File: src/sv/assert_macros.svh
`ifndef ASSERT_MACROS_SVH
`define ASSERT_MACROS_SVH

// Concurrent check, sampled on the rising clock edge, off while reset is low.
`define ASSERT_CLK(label, clk, rst_n, prop, msg) \
	label: assert property (@(posedge clk) disable iff (!rst_n) (prop)) else $error(msg);

// Implication form of the same check.
`define ASSERT_IMPL(label, clk, rst_n, ante, cons, msg) \
	label: assert property (@(posedge clk) disable iff (!rst_n) (ante) |-> (cons)) \
		else $error(msg);

`endif

File: src/sv/aepc_ram.sv
module aepc_ram #(
	parameter int Width = 8,
	parameter int Depth = 16
) (
	input  logic                     clk,
	input  logic                     we,
	input  logic [$clog2(Depth)-1:0] waddr,
	input  logic [Width-1:0]         wdata,
	input  logic                     re,
	input  logic [$clog2(Depth)-1:0] raddr,
	output logic [Width-1:0]         rdata
);

	logic [Width-1:0] mem [Depth];

	always_ff @(posedge clk) begin
		if (we) begin
			mem[waddr] <= wdata;
		end
		if (re) begin
			rdata <= mem[raddr];
		end
	end

endmodule

File: config.mk
export PLATFORM = sky130hd
export DESIGN_NAME = aepc_ram
export DESIGN_NICKNAME = d
export VERILOG_FILES = /design/src/sv/assert_macros.svh /design/src/sv/aepc_ram.sv
export SDC_FILE = /design/constraint.sdc
export NUM_CORES = 1
export LEC_CHECK = 0
export BUFFER_PORTS_ARGS = -buffer_cell sky130_fd_sc_hd__buf_2
export CORE_AREA = 2 2 122 124
export DETAILED_ROUTE_END_ITERATION = 7
export DIE_AREA = 0 0 124 126
export GPL_TIMING_DRIVEN = 1
export HOLD_SLACK_MARGIN = 0.05
export MAX_ROUTING_LAYER = met4
export SYNTH_ARGS = -nofsm -noshare
export SYNTH_HDL_FRONTEND = slang
export SYNTH_SLANG_ARGS = --single-unit
export TNS_END_PERCENT = 30
File: constraint.sdc
create_clock -name clk -period 2.62 [get_ports clk]
set_input_delay 0.524 -clock clk [delete_from_list [all_inputs] [get_ports clk]]
set_output_delay 0.524 -clock clk [all_outputs]
set_load 0.02 [all_outputs]
==> results of run 1 <==
==> layout by cell type (no fill, tap or decap), drive strengths merged <==
master / count
nor2b: 1
nor3: 4
bufinv: 1
buf: 45
nor2: 13
and2b: 1
nand2: 9
and2: 1
a22oi: 16
clkbuf: 21
mux4: 32
edfxtp: 136
clkinvlp: 3
clkinv: 7
nand2b: 2
nand3b: 2
nand3: 1
or3b: 1
==> per-layer routing <==
metal	wire length, um	track usage, %	vias to the layer above
met4	120	4.36	0
met1	4970	21.8	1282
met5	0	-	-
met3	655	4.76	11
met2	4770	21.7	71
li1	-	-	1090
==> through the flow <==
stage	hold WS [ns]	util [%]	std cells	total power, mW	setup slack, ns
finish	0.488	43.3	480	4.80	0.758
floorplan	0.623	-	229	2.64	0.603
global placement	0.725	39.7	448	2.75	0.350
CTS	0.484	43.3	480	4.84	0.773
global route	0.483	43.3	480	4.97	0.644
detailed placement	0.735	39.7	448	2.76	0.354
==> layout make-up <==
class | instances | share of cell area (%)
clock buffers | 21 | 7.10
well taps | 184 | 3.71
flip-flops and latches | 136 | 65.8
multi-input cells | 83 | 17.0
clock inverters | 11 | 1.33
repair buffers | 45 | 5.00
==> worst register-to-register path, stage by stage (launching register included) <==
cell and delay (ns):
edfxtp_1 0.36, mux4_1 0.53, a22oi_1 0.32, nand2_1 0.12
==> kinds of logic (layout without fill, tap and decap cells) <==
| family | count (synthesis) | count (layout) | synth area share, % |
|---|---|---|---|
| AO/OA/AOI/OAI | 16 | 16 | 2.30 |
| buffers and inverters | 10 | 77 | 1.65 |
| flip-flops | 136 | 136 | 78.1 |
| multiplexers | 32 | 32 | 14.8 |
| AND/OR/NAND/NOR | 35 | 35 | 3.14 |
==> power by group through the flow <==
stage	Clock, mW	Combinational (mW)	Sequential (mW)
final	2.10	0.239	2.47
after floorplan	0	0.124	2.52
after global routing	2.24	0.262	2.47
after CTS	2.13	0.244	2.47
after detailed placement	0	0.243	2.51
after global placement	0	0.238	2.51
==> registers in the layout (all words and copies together) (netlist names) <==
name   flops
mem      128
rdata      8
==> how the worst max path moves through the flow <==
stage	start	to	slack (ns)	cells after the start
detailed placement	raddr[0]	rdata[5]$_DFFE_PP_	0.35	5
finish	raddr[0]	rdata[5]$_DFFE_PP_	0.76	5
CTS	raddr[0]	rdata[5]$_DFFE_PP_	0.77	5
global placement	raddr[0]	rdata[5]$_DFFE_PP_	0.35	5
floorplan	waddr[2]	mem[0][0]$_DFFE_PP_	0.60	2
global route	raddr[0]	rdata[5]$_DFFE_PP_	0.64	5
==> metrics.txt, run 1 <==
status=finished clean; Syn Inst Count=~230; Register Area=around 4100 um2; largest net degree at the start of global routing=18; Reg power frac=approximately 51%; Worst Hold Path Cells=1; commonest cells in the netlist=136 x edfxtp_1, 18 x mux4_2, 16 x a22oi_1, 14 x mux4_1, 13 x nor2_1; Yosys warnings=0; PortBufs=26; clock latency on the worst-skew pair=0.41 ns; syn_nets=248; GRT Total Usage=between 15 and 20%; share of layout cells above drive strength 1=~30%; worst hold start=wdata[2]; Reg-to-Reg Start=mem[0][0]$_DFFE_PP_; std cell rows=44; achievable frequency=0.537 GHz; CTS Root Cell=clkbuf_16; r2r endpoint=rdata[0]$_DFFE_PP_; Max Cap Viol=0; placer congestion estimate=around 0.77; clk buf depth=2; first-pass GRT wire length=15,900 um; crit path time final=about 1.9 ns; CTS H-tree depth=4; count of final max-slew check failures=0; Leakage Power=2.07 nW; Synth top area share=about four fifths; WL per Instance=21.9 um; CTS tree=yes; CP max stage delay=approximately 0.56 ns; required time of the worst setup path=2.77 ns; CP top delay family=multiplexers; I/O Pins=27; antenna-violating nets left=0; Post-synth EDFFs=136; Unique masters post-synth=18; Cell Area, Synth=approximately 5200 um2; register area share after synthesis=roughly 78%; DRT Wirelength=between 10,000 and 15,000 um; Yosys top cell by area=edfxtp_1; clock share of power=between 40% and 50%; Crit Path Class=in2reg; Critical Path Sink Type=flip-flop; critical path's slowest cell=mux4_1; via/cell ratio=about 5.1; Final Hold Fails=0; DRT iter0 DRCs=~240; Die X=roughly 120 um; Initial Utilization=36.5%; crit path buf inv count=2; number of global-route vias before repair=around 2,500; CP Max Fanout=12; Filler Cell Count=roughly 1,200; FF-to-FF setup slack=between 1 and 1.5 ns; Die ar.=~16,000 um2; post_cts resized=0; PwrDens=roughly 770 nW/um2; dpl cell area=approximately 5700 um2; worst-margin pin slew=a little under 0.8 ns; number of diodes=0; area of the core=14,300 um2; Combinational Power Share=5.0%; first drt pass iteration count=4; Nets=slightly above 300; r2r worst-path depth=3; cell-by-cell listing of the critical path=buf_2 > buf_12 > mux4_1 > a22oi_1 > nand2_1; design area=6200 um2; Yosys reg bits=approximately 140; unrepaired setup endpoints after global routing=no; worst min path class=in2reg; Max Clock Skew=about 0.0061 ns; asr flop ratio synth=0%; main flop type after synthesis=edfxtp_1; Congestion Overflow GR=0; NetSw=0.971 mW; most frequent cell after synthesis=edfxtp_1; setup bufs post-CTS=0; CP startpoint kind=primary input; multi-input logic area=~1100 um2; DR DRC count=0; Die Y=126 um; Worst Hold End=mem[10][2]$_DFFE_PP_; cts bufs inserted=17; Syn Area/Cell=between 20 and 25 um2; CTS clk-pin slew, worst paths=about 0.06 ns; P_int=between 3 and 4 mW; DP Wirelength=between 6000 and 7000 um; clock sinks=136; Final period util=a little under three quarters; number of antenna violations at the first check in global routing=0; via count=between 2,000 and 2,500; Max-slew headroom=between 40% and 50%; Sw Share=roughly a fifth; CP arrival=around 2 ns; TNS Setup=0 ns; peak supply drop=~530 uV; CTS hold repair buffers=0; ranking of synthesized cells by area=edfxtp_1 78%, mux4_2 7.8%, mux4_1 7.0%; final setup fails=0; Layout Area Growth over Synthesis=18.7%
No activity file was read; power rests on OpenSTA's default activity.
==> run 2: changes to the inputs <==
==> constraint.sdc (replaced) <==
create_clock -name clk -period 1.85 [get_ports clk]
set_input_delay 0.37 -clock clk [delete_from_list [all_inputs] [get_ports clk]]
set_output_delay 0.37 -clock clk [all_outputs]
set_load 0.02 [all_outputs]
==> run 2 against run 1 <==
Sequential cell count did not move; clock skew rose by 0.0036 ns; die area did not move; critical path type unchanged; global-route usage fell by 1.1 points; worst hold slack got worse by 0.16 ns; power rose by 51%; via count rose by 0.98%; non-clock buffer count rose by 5.
==> metrics.txt, run 2 (synthesized netlist as in run 1, its figures left out) <==
CTS hold repair buffers=0 (unchanged); status=finished clean; DRT iter0 DRCs=291 (+23%); clock latency on the worst-skew pair=0.41 ns (about the same); CTS tree=yes; unrepaired setup endpoints after global routing=no; first-pass GRT wire length=15,200 um (-4.6%); Congestion Overflow GR=0 (unchanged); CP arrival=1.66 ns (-0.35 ns); clk buf depth=2 (unchanged); Placed Instances=453 (+1.1%); GRT Total Usage=14.3% (-1.1 points); DP Wirelength=6760 um (-1.4%); CP Max Fanout=14 (+2); worst-margin pin slew=0.768 ns (-0.00231 ns); Largest regs=mem x128, rdata x8; largest net degree at the start of global routing=19 (+1); WL per Instance=20.7 um (-5.4%); DRT Wirelength=10,000 um (-4.6%); FF-to-FF setup slack=0.35 ns (-0.68 ns); Sw Share=19.4% (-0.81 points); Filler Cell Count=1,227 (-1.4%); count of final max-slew check failures=0 (unchanged); Die ar.=15,600 um2 (unchanged); peak supply drop=638 uV (+21%); CTS Root Cell=clkbuf_16; Place WS=-0.110 ns (-0.464 ns); Max Clock Skew=0.00971 ns (+0.00363 ns); clock sinks=136 (unchanged); Final period util=81.2%; share of layout cells above drive strength 1=32.7% (+2.9 points); Initial Utilization=36.5% (unchanged); NetSw=1.41 mW (+45%); I/O Pins=27 (unchanged); achievable frequency=0.666 GHz; leading cell type in the layout, fill and taps excluded=edfxtp_1; via/cell ratio=5.12 (+0.14%); CP startpoint kind=primary input; required time of the worst setup path=2.01 ns (-0.76 ns); Layout Area Growth over Synthesis=21.1%; Final Hold Fails=0 (unchanged); setup bufs post-CTS=0 (unchanged); Reg power frac=48.1% (-3.3 points); fin util=44.2% (+0.89 points); Leakage Power=2.14 nW (+3.4%); most frequent cells in the layout=136 x edfxtp_1, 26 x buf_2, 21 x buf_4; Combinational Power Share=4.7% (-0.3 points); clock share of power=47.1% (+3.4 points); P_int=5.85 mW (+53%); first drt pass iteration count=4 (unchanged); Biggest register=mem; Crit Path Class=in2reg; std cell rows=44 (unchanged); Die Y=126 um (unchanged); max reg flops=128 (unchanged); worst min path class=in2reg; post_cts resized=0 (unchanged); antenna-violating nets left=0 (unchanged); Nets=307 (+1.7%); crit path time final=roughly 1.5 ns; final setup fails=0 (unchanged); area of the core=14,300 um2 (unchanged); number of antenna violations at the first check in global routing=0 (unchanged); Max Cap Viol=0 (unchanged); number of diodes=0 (unchanged); PortBufs=26 (unchanged); CTS H-tree depth=4 (unchanged); Finished Layout Cells=484 (+0.83%); cts bufs inserted=17 (unchanged); Max-slew headroom=48.7% (+0.15 points); PwrDens=1150 nW/um2 (+48%); DR DRC count=0 (unchanged); Die X=124 um (unchanged); placer congestion estimate=0.724 (-6.1%); Critical Path Sink Type=flip-flop; CTS clk-pin slew, worst paths=0.06 ns (about the same); number of global-route vias before repair=2,539 (+0.63%); PnR worst setup slack=0.348 ns (-0.410 ns); via count=2,478 (+0.98%)
[run 2: final cells by class]
type	instances	area [um2]	area share, %
sequential	136	4080	64.5
timing repair buffer	50	348	5.49
clock buffer	17	425	6.72
clock inverter	14	183	2.88
multi-input combinational	83	1060	16.8
tap	184	230	3.64
[run 2: worst max-delay path, cell delays in order]
cell and delay, ns:
buf_2 0.20, buf_12 0.19, buf_4 0.13, mux4_2 0.50
a22oi_1 0.18, nand2_1 0.08
[run 2: worst paths after layout]
kind / start / endpoint / cells after the start
worst min-delay path: re / rdata[1]$_DFFE_PP_ / 1
worst max register to register: mem[0][0]$_DFFE_PP_ / rdata[0]$_DFFE_PP_ / 3
worst min register to register: mem[14][7]$_DFFE_PP_ / rdata[7]$_DFFE_PP_ / 3
worst max-delay path: raddr[0] / rdata[5]$_DFFE_PP_ / 6
[run 2: routing by layer]
layer	track usage, %	share of wire [%]
met5	-	0
met4	4.69	0.57
met3	4.71	3.9
met2	19.7	48
met1	20.3	47
[run 2: power groups by stage]
| stage | Sequential, mW | Combinational (mW) | Clock [mW] |
|---|---|---|---|
| after detailed placement | 3.56 | 0.350 | 0 |
| final | 3.49 | 0.345 | 3.42 |
| after global routing | 3.50 | 0.374 | 3.62 |
| after global placement | 3.55 | 0.343 | 0 |
| after CTS | 3.49 | 0.350 | 3.46 |
| after floorplan | 3.57 | 0.175 | 0 |
[run 2: per-stage QoR]
stage / power, mW / TNS (ns) / hold slack (ns) / cell area (um2)
3_3_place_gp: 3.90 / -0.445 / 0.730 / 5720
2_1_floorplan: 3.74 / 0 / 0.469 / 5230
5_1_grt: 7.49 / 0 / 0.323 / 6330
4_1_cts: 7.30 / 0 / 0.315 / 6330
3_5_place_dp: 3.91 / -0.505 / 0.744 / 5720
6_report: 7.26 / 0 / 0.330 / 6330
