==> config.mk <==
export PLATFORM = sky130hd
export DESIGN_NAME = aepc_update
export DESIGN_NICKNAME = d
export VERILOG_FILES = /design/src/sv/assert_macros.svh /design/src/sv/aepc_pkg.sv /design/src/sv/aepc_update.sv
export SDC_FILE = /design/constraint.sdc
export NUM_CORES = 1
export LEC_CHECK = 0
export CAP_MARGIN = 20
export CELL_PAD_IN_SITES_DETAIL_PLACEMENT = 0
export CELL_PAD_IN_SITES_GLOBAL_PLACEMENT = 1
export CORE_AREA = 5 5 149 151
export DETAILED_ROUTE_END_ITERATION = 10
export DIE_AREA = 0 0 154 156
export DONT_BUFFER_PORTS = 1
export PLACE_DENSITY_LB_ADDON = 0.05
export SYNTH_ARGS = -nofsm -noshare
export SYNTH_HDL_FRONTEND = slang
export SYNTH_SLANG_ARGS = --single-unit
==> constraint.sdc <==
create_clock -name vclk -period 9.3
set_clock_uncertainty 0.15 [all_clocks]
set_input_delay 0.93 -clock vclk [all_inputs]
set_output_delay 0.93 -clock vclk [all_outputs]
set_load 0.03 [all_outputs]
==> src/sv/assert_macros.svh <==
`ifndef ASSERT_MACROS_SVH
`define ASSERT_MACROS_SVH

// Concurrent check, sampled on the rising clock edge, off while reset is low.
`define ASSERT_CLK(label, clk, rst_n, prop, msg) \
	label: assert property (@(posedge clk) disable iff (!rst_n) (prop)) else $error(msg);

// Implication form of the same check.
`define ASSERT_IMPL(label, clk, rst_n, ante, cons, msg) \
	label: assert property (@(posedge clk) disable iff (!rst_n) (ante) |-> (cons)) \
		else $error(msg);

`endif

==> src/sv/aepc_pkg.sv <==
package aepc_pkg;

	localparam int NUM_CHANNELS = 128;
	localparam int BUFFER_DEPTH = 1024;

	localparam int ChW  = $clog2(NUM_CHANNELS);
	localparam int OccW = $clog2(BUFFER_DEPTH + 1);
	localparam int CfgW = 11;
	localparam int CntW = 32;

	typedef enum logic [1:0] {
		FUNC_ARRIVAL = 2'd0,
		FUNC_DEPART  = 2'd1,
		FUNC_READ    = 2'd2,
		FUNC_NONE    = 2'd3
	} func_t;

	localparam logic [1:0] CFG_EPD_THRESHOLD   = 2'd0;
	localparam logic [1:0] CFG_CLP1_THRESHOLD  = 2'd1;
	localparam logic [1:0] CFG_BUFFER_CAPACITY = 2'd2;

	// One per-VC table row: frame flags and the five wrapping counters.
	typedef struct packed {
		logic            frame_start;
		logic            frame_accept;
		logic [CntW-1:0] received;
		logic [CntW-1:0] received_clp0;
		logic [CntW-1:0] lost;
		logic [CntW-1:0] lost_clp0;
		logic [CntW-1:0] served;
	} vc_entry_t;

	localparam vc_entry_t EntryReset = '{
		frame_start:   1'b1,
		frame_accept:  1'b1,
		received:      '0,
		received_clp0: '0,
		lost:          '0,
		lost_clp0:     '0,
		served:        '0
	};

	// Outcome of one operation, from the update logic to the top level.
	typedef struct packed {
		logic accepted;
		logic dropped;
		logic vci_error;
		logic entry_we;
		logic show_counters;
	} aepc_res_t;

endpackage

==> src/sv/aepc_update.sv <==
module aepc_update import aepc_pkg::*; (
	input  func_t           func,
	input  logic            clp,
	input  logic            end_of_frame,
	input  logic            is_aal5,
	input  logic            vci_legal,
	input  vc_entry_t       entry,
	input  logic [OccW-1:0] occ,
	input  logic [CfgW-1:0] epd_threshold,
	input  logic [CfgW-1:0] clp1_threshold,
	input  logic [CfgW-1:0] buffer_capacity,
	output vc_entry_t       entry_new,
	output logic [OccW-1:0] occ_new,
	output aepc_res_t       res
);

	logic [31:0] occ_w;
	logic [31:0] cap_w;
	logic        room;
	logic        ok;

	// Room exists below min(capacity, depth).
	always_comb begin
		occ_w = 32'(occ);
		cap_w = (32'(buffer_capacity) > BUFFER_DEPTH) ? 32'(BUFFER_DEPTH) : 32'(buffer_capacity);
		room  = occ_w < cap_w;
	end

	always_comb begin
		entry_new = entry;
		occ_new   = occ;
		res       = '0;
		ok        = 1'b0;
		unique case (func)
			FUNC_ARRIVAL: begin
				if (!is_aal5) begin
					if (room) begin
						occ_new      = occ + 1'b1;
						res.accepted = 1'b1;
					end else begin
						res.dropped = 1'b1;
					end
				end else if (!vci_legal) begin
					res.vci_error = 1'b1;
				end else begin
					res.entry_we      = 1'b1;
					res.show_counters = 1'b1;
					entry_new.received = entry.received + 1'b1;
					if (!clp) begin
						entry_new.received_clp0 = entry.received_clp0 + 1'b1;
					end
					// First cell decides admission of the whole frame.
					if (entry.frame_start) begin
						entry_new.frame_start  = 1'b0;
						entry_new.frame_accept = occ_w < 32'(epd_threshold);
					end
					if (end_of_frame) begin
						entry_new.frame_start = 1'b1;
					end
					if (clp && occ_w > 32'(clp1_threshold)) begin
						entry_new.frame_accept = 1'b0;
					end
					ok = entry_new.frame_accept;
					if (ok && room) begin
						occ_new          = occ + 1'b1;
						entry_new.served = entry.served + 1'b1;
						res.accepted     = 1'b1;
					end else begin
						// Overflow discards the rest of the frame.
						entry_new.frame_accept = 1'b0;
						entry_new.lost         = entry.lost + 1'b1;
						if (!clp) begin
							entry_new.lost_clp0 = entry.lost_clp0 + 1'b1;
						end
						res.dropped = 1'b1;
					end
				end
			end
			FUNC_DEPART: begin
				if (occ != '0) begin
					occ_new = occ - 1'b1;
				end
			end
			FUNC_READ: begin
				if (!vci_legal) begin
					res.vci_error = 1'b1;
				end else begin
					res.show_counters = 1'b1;
				end
			end
			default: begin
			end
		endcase
	end

endmodule

==> summary.txt, run 1 <==
STA
  • Worst slew pin tran: 1.14 ns
  • TNS Setup: 0 ns
  • Unrepaired setup endpoints after global routing: false
  • Period utilization: 0.595
  • Max-slew violation count: 0
  • Minimum clock period: 5.53 ns
  • Max Clock Freq: 0.181 GHz
  • Relative slew slack: 0.233
  • Final hold vios: 0
  • Setup Viol. Count Final: 0

Power and ir drop
  • Max VDD drop: 0.0144 mV
  • Sequential power share: 0
  • Leak Pwr: 1.87 nW
  • Switching power total: 0.165 mW
  • Switching Share: 0.745
  • Internal Pwr Total: 0.0565 mW
  • Clock group share of total power: 0
  • Total power: 0.221 mW
  • Logic pwr share: 1.000
  • Pwr dens: 44.0 nW/um2

Setup path
  • Endpoint class of the critical path: primary output
  • CP Launch Type: input pin
  • Data arrival, critical path: 4.45 ns
  • WS Path Type: in2out
  • Worst Setup SP: buffer_capacity[10]
  • CP Max Fanout: 13
  • CP required: 8.22 ns

Floorplan
  • Starting Density: 0.229
  • Die X: 154 um
  • Number of primary I/O pins: 390
  • Die area: 24,000 um2
  • Rows: 53
  • Die Span Y: 156 um
  • Core area: 20,700 um2

Routing
  • Vias/cell: 5.46
  • Average wire per standard cell: 22.2 um
  • Drt pass-1 iters: 4
  • Post-Route WL: 21.6 mm
  • Remaining antenna violation count after routing: 0
  • DRC: 0
  • DR iter-0 viols: 299
  • DR vias: 5,317

Synth
  • Yosys cell types: 60
  • Synth Area per Inst: 6.58 um2
  • Cells after Synth: 721
  • Top post-synthesis cells by area: xnor2_1 16%, xor2_1 14%, ha_1 10%
  • Dominant cell by count in the synthesized netlist: xnor2_1
  • Synthesized Nets: 971
  • Fraction of the yosys area taken by sequential cells: 0
  • Synth Warn #: 0
  • Cell Area, Synth: 4740 um2
  • Leading area contributor after synthesis: xnor2_1
  • Post-synth top cells: 84 x xnor2_1, 75 x nand2_1, 75 x xor2_1
  • Synth top area share: 0.155

Placement
  • Dpl hpwl: 18.9 mm
  • # port buffers: 0
  • GP Congestion: 0.854

Status
  • Status: complete, no violations

Global routing
  • Pin count of the biggest net entering global routing: 50
  • First-pass GRT wire length: 31.5 mm
  • GRT Overall Usage: 0.160
  • Vias in the first global route: 5,463
  • GRT overflow: 0
  • Initial antenna violation count: 0

Finish
  • FF+latch count: 0
  • Area Growth Syn to Fin: 6.15%
  • Fin nets: 951
  • Diode count: 0
  • Share of cells above drive strength 1: 0.0401
  • Storage element area: 0 um2
  • CLK BUF: 0

Job
  • Max Cap Viol: 0

CTS
  • Setup repair bufs after CTS: 0
  • Hold_buf cts: 0
  • CTS resizes: 0

Worst hold path
  • Worst hold path class: in2out
  • Worst Min Path Start: vci_legal
## worst max-delay path, stage by stage
cell and delay (ns):
clkinv_1 0.22, nand2_1 0.15, ha_1 0.25, a21o_1 0.17
a21o_1 0.20, a2111oi_2 0.37, a21oi_2 0.20, nor2_1 0.69
nand3_1 0.30, o311ai_1 0.96
## cell type report
class / count / area [um2]
Fill cell: 2347 / 15700
Multi-Input combinational cell: 640 / 4440
Tap cell: 275 / 344
Inverter: 52 / 195
Timing Repair Buffer: 7 / 52.6
## power by group through the flow
stage	Sequential (mW)	Clock [mW]	Combinational, mW
2_1_floorplan	0	0	0.193
3_3_place_gp	0	0	0.225
3_5_place_dp	0	0	0.224
4_1_cts	0	0	0.225
5_1_grt	0	0	0.238
6_report	0	0	0.221
## per-stage QoR
step	area [um2]	util	std cells	hold WS, ns	setup slack (ns)
finish	5030	0.243	974	1.83	3.77
global route	5030	0.243	974	1.83	3.51
CTS	5030	0.243	974	1.83	3.76
detailed placement	5030	0.243	974	1.83	3.77
global placement	5030	0.243	974	1.83	3.85
floorplan	4740	-	721	1.82	4.38
## path summary, 6_finish.rpt
| check | to | slack [ns] | cells past startpoint |
|---|---|---|---|
| worst max-delay path | occ_new[4] | 3.77 | 10 |
| worst min-delay path | res[2] | 1.83 | 1 |
## layout by cell type, fill, tap and decap left out, types with 4 or more instances in the layout
cell / instances
xnor2_1: 84
nand2_1: 75
xor2_1: 75
nand3_1: 62
inv_1: 51
nor2_1: 43
nor3_1: 40
nand4_1: 38
ha_1: 38
and3_1: 34
nor4_1: 29
a21oi_1: 13
and4_1: 12
o21ai_0: 9
and2_1: 9
buf_4: 7
nor2b_1: 6
or3_1: 5
nand2b_1: 4
a31oi_1: 4
nor4b_1: 4
mux2_2: 4
## cell families after synthesis
group	share of synthesized area
AO/OA/AOI/OAI	0.101
XOR/XNOR	0.294
adder cells (fa/ha/maj)	0.100
buffers and inverters	0.0683
multiplexers	0.0142
AND/OR/NAND/NOR	0.423
## layer usage
| layer | wire (um) | vias up | GRT usage |
|---|---|---|---|
| li1 | - | 2544 | - |
| met1 | 7170 | 2473 | 0.161 |
| met2 | 11800 | 276 | 0.324 |
| met3 | 2130 | 24 | 0.0472 |
| met4 | 543 | 0 | 0.0336 |
| met5 | 0 | - | 0 |
Power figures use the tool's default switching activity.
==> run 2, diff against run 1 <==
--- a/config.mk
+++ b/config.mk
@@ -8,9 +8,9 @@
 export CAP_MARGIN = 20
 export CELL_PAD_IN_SITES_DETAIL_PLACEMENT = 0
 export CELL_PAD_IN_SITES_GLOBAL_PLACEMENT = 1
-export CORE_AREA = 5 5 149 151
+export CORE_AREA = 5 5 150 152
 export DETAILED_ROUTE_END_ITERATION = 10
-export DIE_AREA = 0 0 154 156
+export DIE_AREA = 0 0 155 157
 export DONT_BUFFER_PORTS = 1
 export PLACE_DENSITY_LB_ADDON = 0.05
 export SYNTH_ARGS = -nofsm -noshare
==> constraint.sdc (replaced) <==
create_clock -name vclk -period 4.94
set_clock_uncertainty 0.15 [all_clocks]
set_input_delay 0.494 -clock vclk [all_inputs]
set_output_delay 0.494 -clock vclk [all_outputs]
set_load 0.03 [all_outputs]
==> summary.txt, run 2 (synthesis gave the netlist of run 1 again) <==
Floorplan
  • Starting Density: 0.227
  • Die area: 24,300 um2
  • Die X: 155 um
  • Die Span Y: 157 um
  • Rows: 53
  • Number of primary I/O pins: 390
  • Core area: 20,900 um2

Finish
  • Post-layout instance area: 5660 um2
  • Storage element area: 0 um2
  • Diode count: 0
  • Fin nets: 1,032
  • Most common cell after layout, fill and taps aside: buf_4
  • Area Growth Syn to Fin: 19.4%
  • Final core occ: 0.271
  • Share of cells above drive strength 1: 0.141
  • Most frequent cells in the layout: 87 x buf_4, 84 x xnor2_1, 75 x nand2_1, 75 x xor2_1, 62 x nand3_1
  • FF+latch count: 0
  • CLK BUF: 0
  • Finished Layout Cells: 1,055

Placement
  • Placed inst area: 5660 um2
  • Dpl hpwl: 20.0 mm
  • # port buffers: 0
  • Placed Cells incl. Taps: 1,055
  • GP Congestion: 0.915

Setup path
  • Sequence of cells on the critical path: clkinv_1 > nand2_1 > ha_1 > a21o_1 > a21o_1 > a2111oi_2 > a21oi_2 > nor4_4 > buf_4 > nand3_1 > xnor2_1
  • Slowest-stage cell, CP: xnor2_1
  • Data arrival, critical path: 3.45 ns
  • WS Path Type: in2out
  • CP required: 4.30 ns
  • WP buf/inv: 2
  • CP delay by family, top: compound AO/OA/AOI/OAI gates
  • CP max stage delay: 0.60 ns
  • CP dominant cell by count: a21o_1
  • Endpoint class of the critical path: primary output
  • CP Max Fanout: 33
  • CP Launch Type: input pin

Global routing
  • Vias in the first global route: 5,785
  • GRT Max-Usage Layer: met2
  • Global routing met3 resource utilization: 0.0489
  • GRT Overall Usage: 0.170
  • Initial antenna violation count: 0
  • GRT overflow: 0
  • Met1 global-route usage: 0.181
  • First-pass GRT wire length: 33.2 mm
  • Met2 Use GR: 0.342
  • Pin count of the biggest net entering global routing: 50

Power and ir drop
  • Leak Pwr: 2.27 nW
  • Pwr dens: 84.0 nW/um2
  • Max VDD drop: 0.0300 mV

Routing
  • DR iter-0 viols: 297
  • Average wire per standard cell: 21.6 um
  • Post-Route WL: 22.8 mm
  • DR vias: 5,538
  • Remaining antenna violation count after routing: 0
  • Drt pass-1 iters: 5
  • Vias/cell: 5.25
  • DRC: 0

STA
  • Unrepaired setup endpoints after global routing: false
  • Period utilization: 0.828
  • Max-slew violation count: 0
  • Max Clock Freq: 0.244 GHz
  • TNS Setup: 0 ns
  • Setup Viol. Count Final: 0
  • Worst slew pin tran: 0.899 ns
  • Minimum clock period: 4.09 ns
  • Relative slew slack: 0.397
  • Final hold vios: 0

Job
  • Max Cap Viol: 0

Worst hold path
  • Worst hold path class: in2out

Status
  • Status: complete, no violations

CTS
  • Setup repair bufs after CTS: 0
  • CTS resizes: 0
  • Hold_buf cts: 0
## run 2: changes by cell type in the layout (fill, tap and decap cells not counted), sizes merged
cell,previous run,this run
buf,7,88
## run 2: layout make-up
type                       instances  area (um2)
inverter                          52         195
fill                            2391       15200
timing repair buffer              88         673
tap                              275         344
multi-input combinational        640        4450
## run 2: layer usage
layer  part of all wire  vias up
li1                   -     2705
met1               0.35     2560
met2               0.55      262
met3              0.092       11
met4             0.0088        0
met5                  0        -
## run 2: worst paths after layout
kind	to	start	slack (ns)	depth (start not counted)
worst min-delay path	res[2]	vci_legal	0.96	1
worst max-delay path	entry_new[27]	buffer_capacity[10]	0.85	11
## run 2: per-stage QoR
stage / total power, mW / hold slack, ns / worst slack [ns]
2_1_floorplan: 0.363 / 0.950 / 0.889
3_3_place_gp: 0.481 / 0.967 / 0.858
3_5_place_dp: 0.481 / 0.962 / 0.831
4_1_cts: 0.483 / 0.962 / 0.828
5_1_grt: 0.512 / 0.964 / 0.612
6_report: 0.476 / 0.962 / 0.848
## run 2: where the power goes
group	leakage [nW]	switching [mW]	total, mW	internal [mW]
sequential	0	0	0	0
clock	0	0	0	0
combinational	2.27	0.323	0.476	0.153
total	2.27	0.323	0.476	0.153
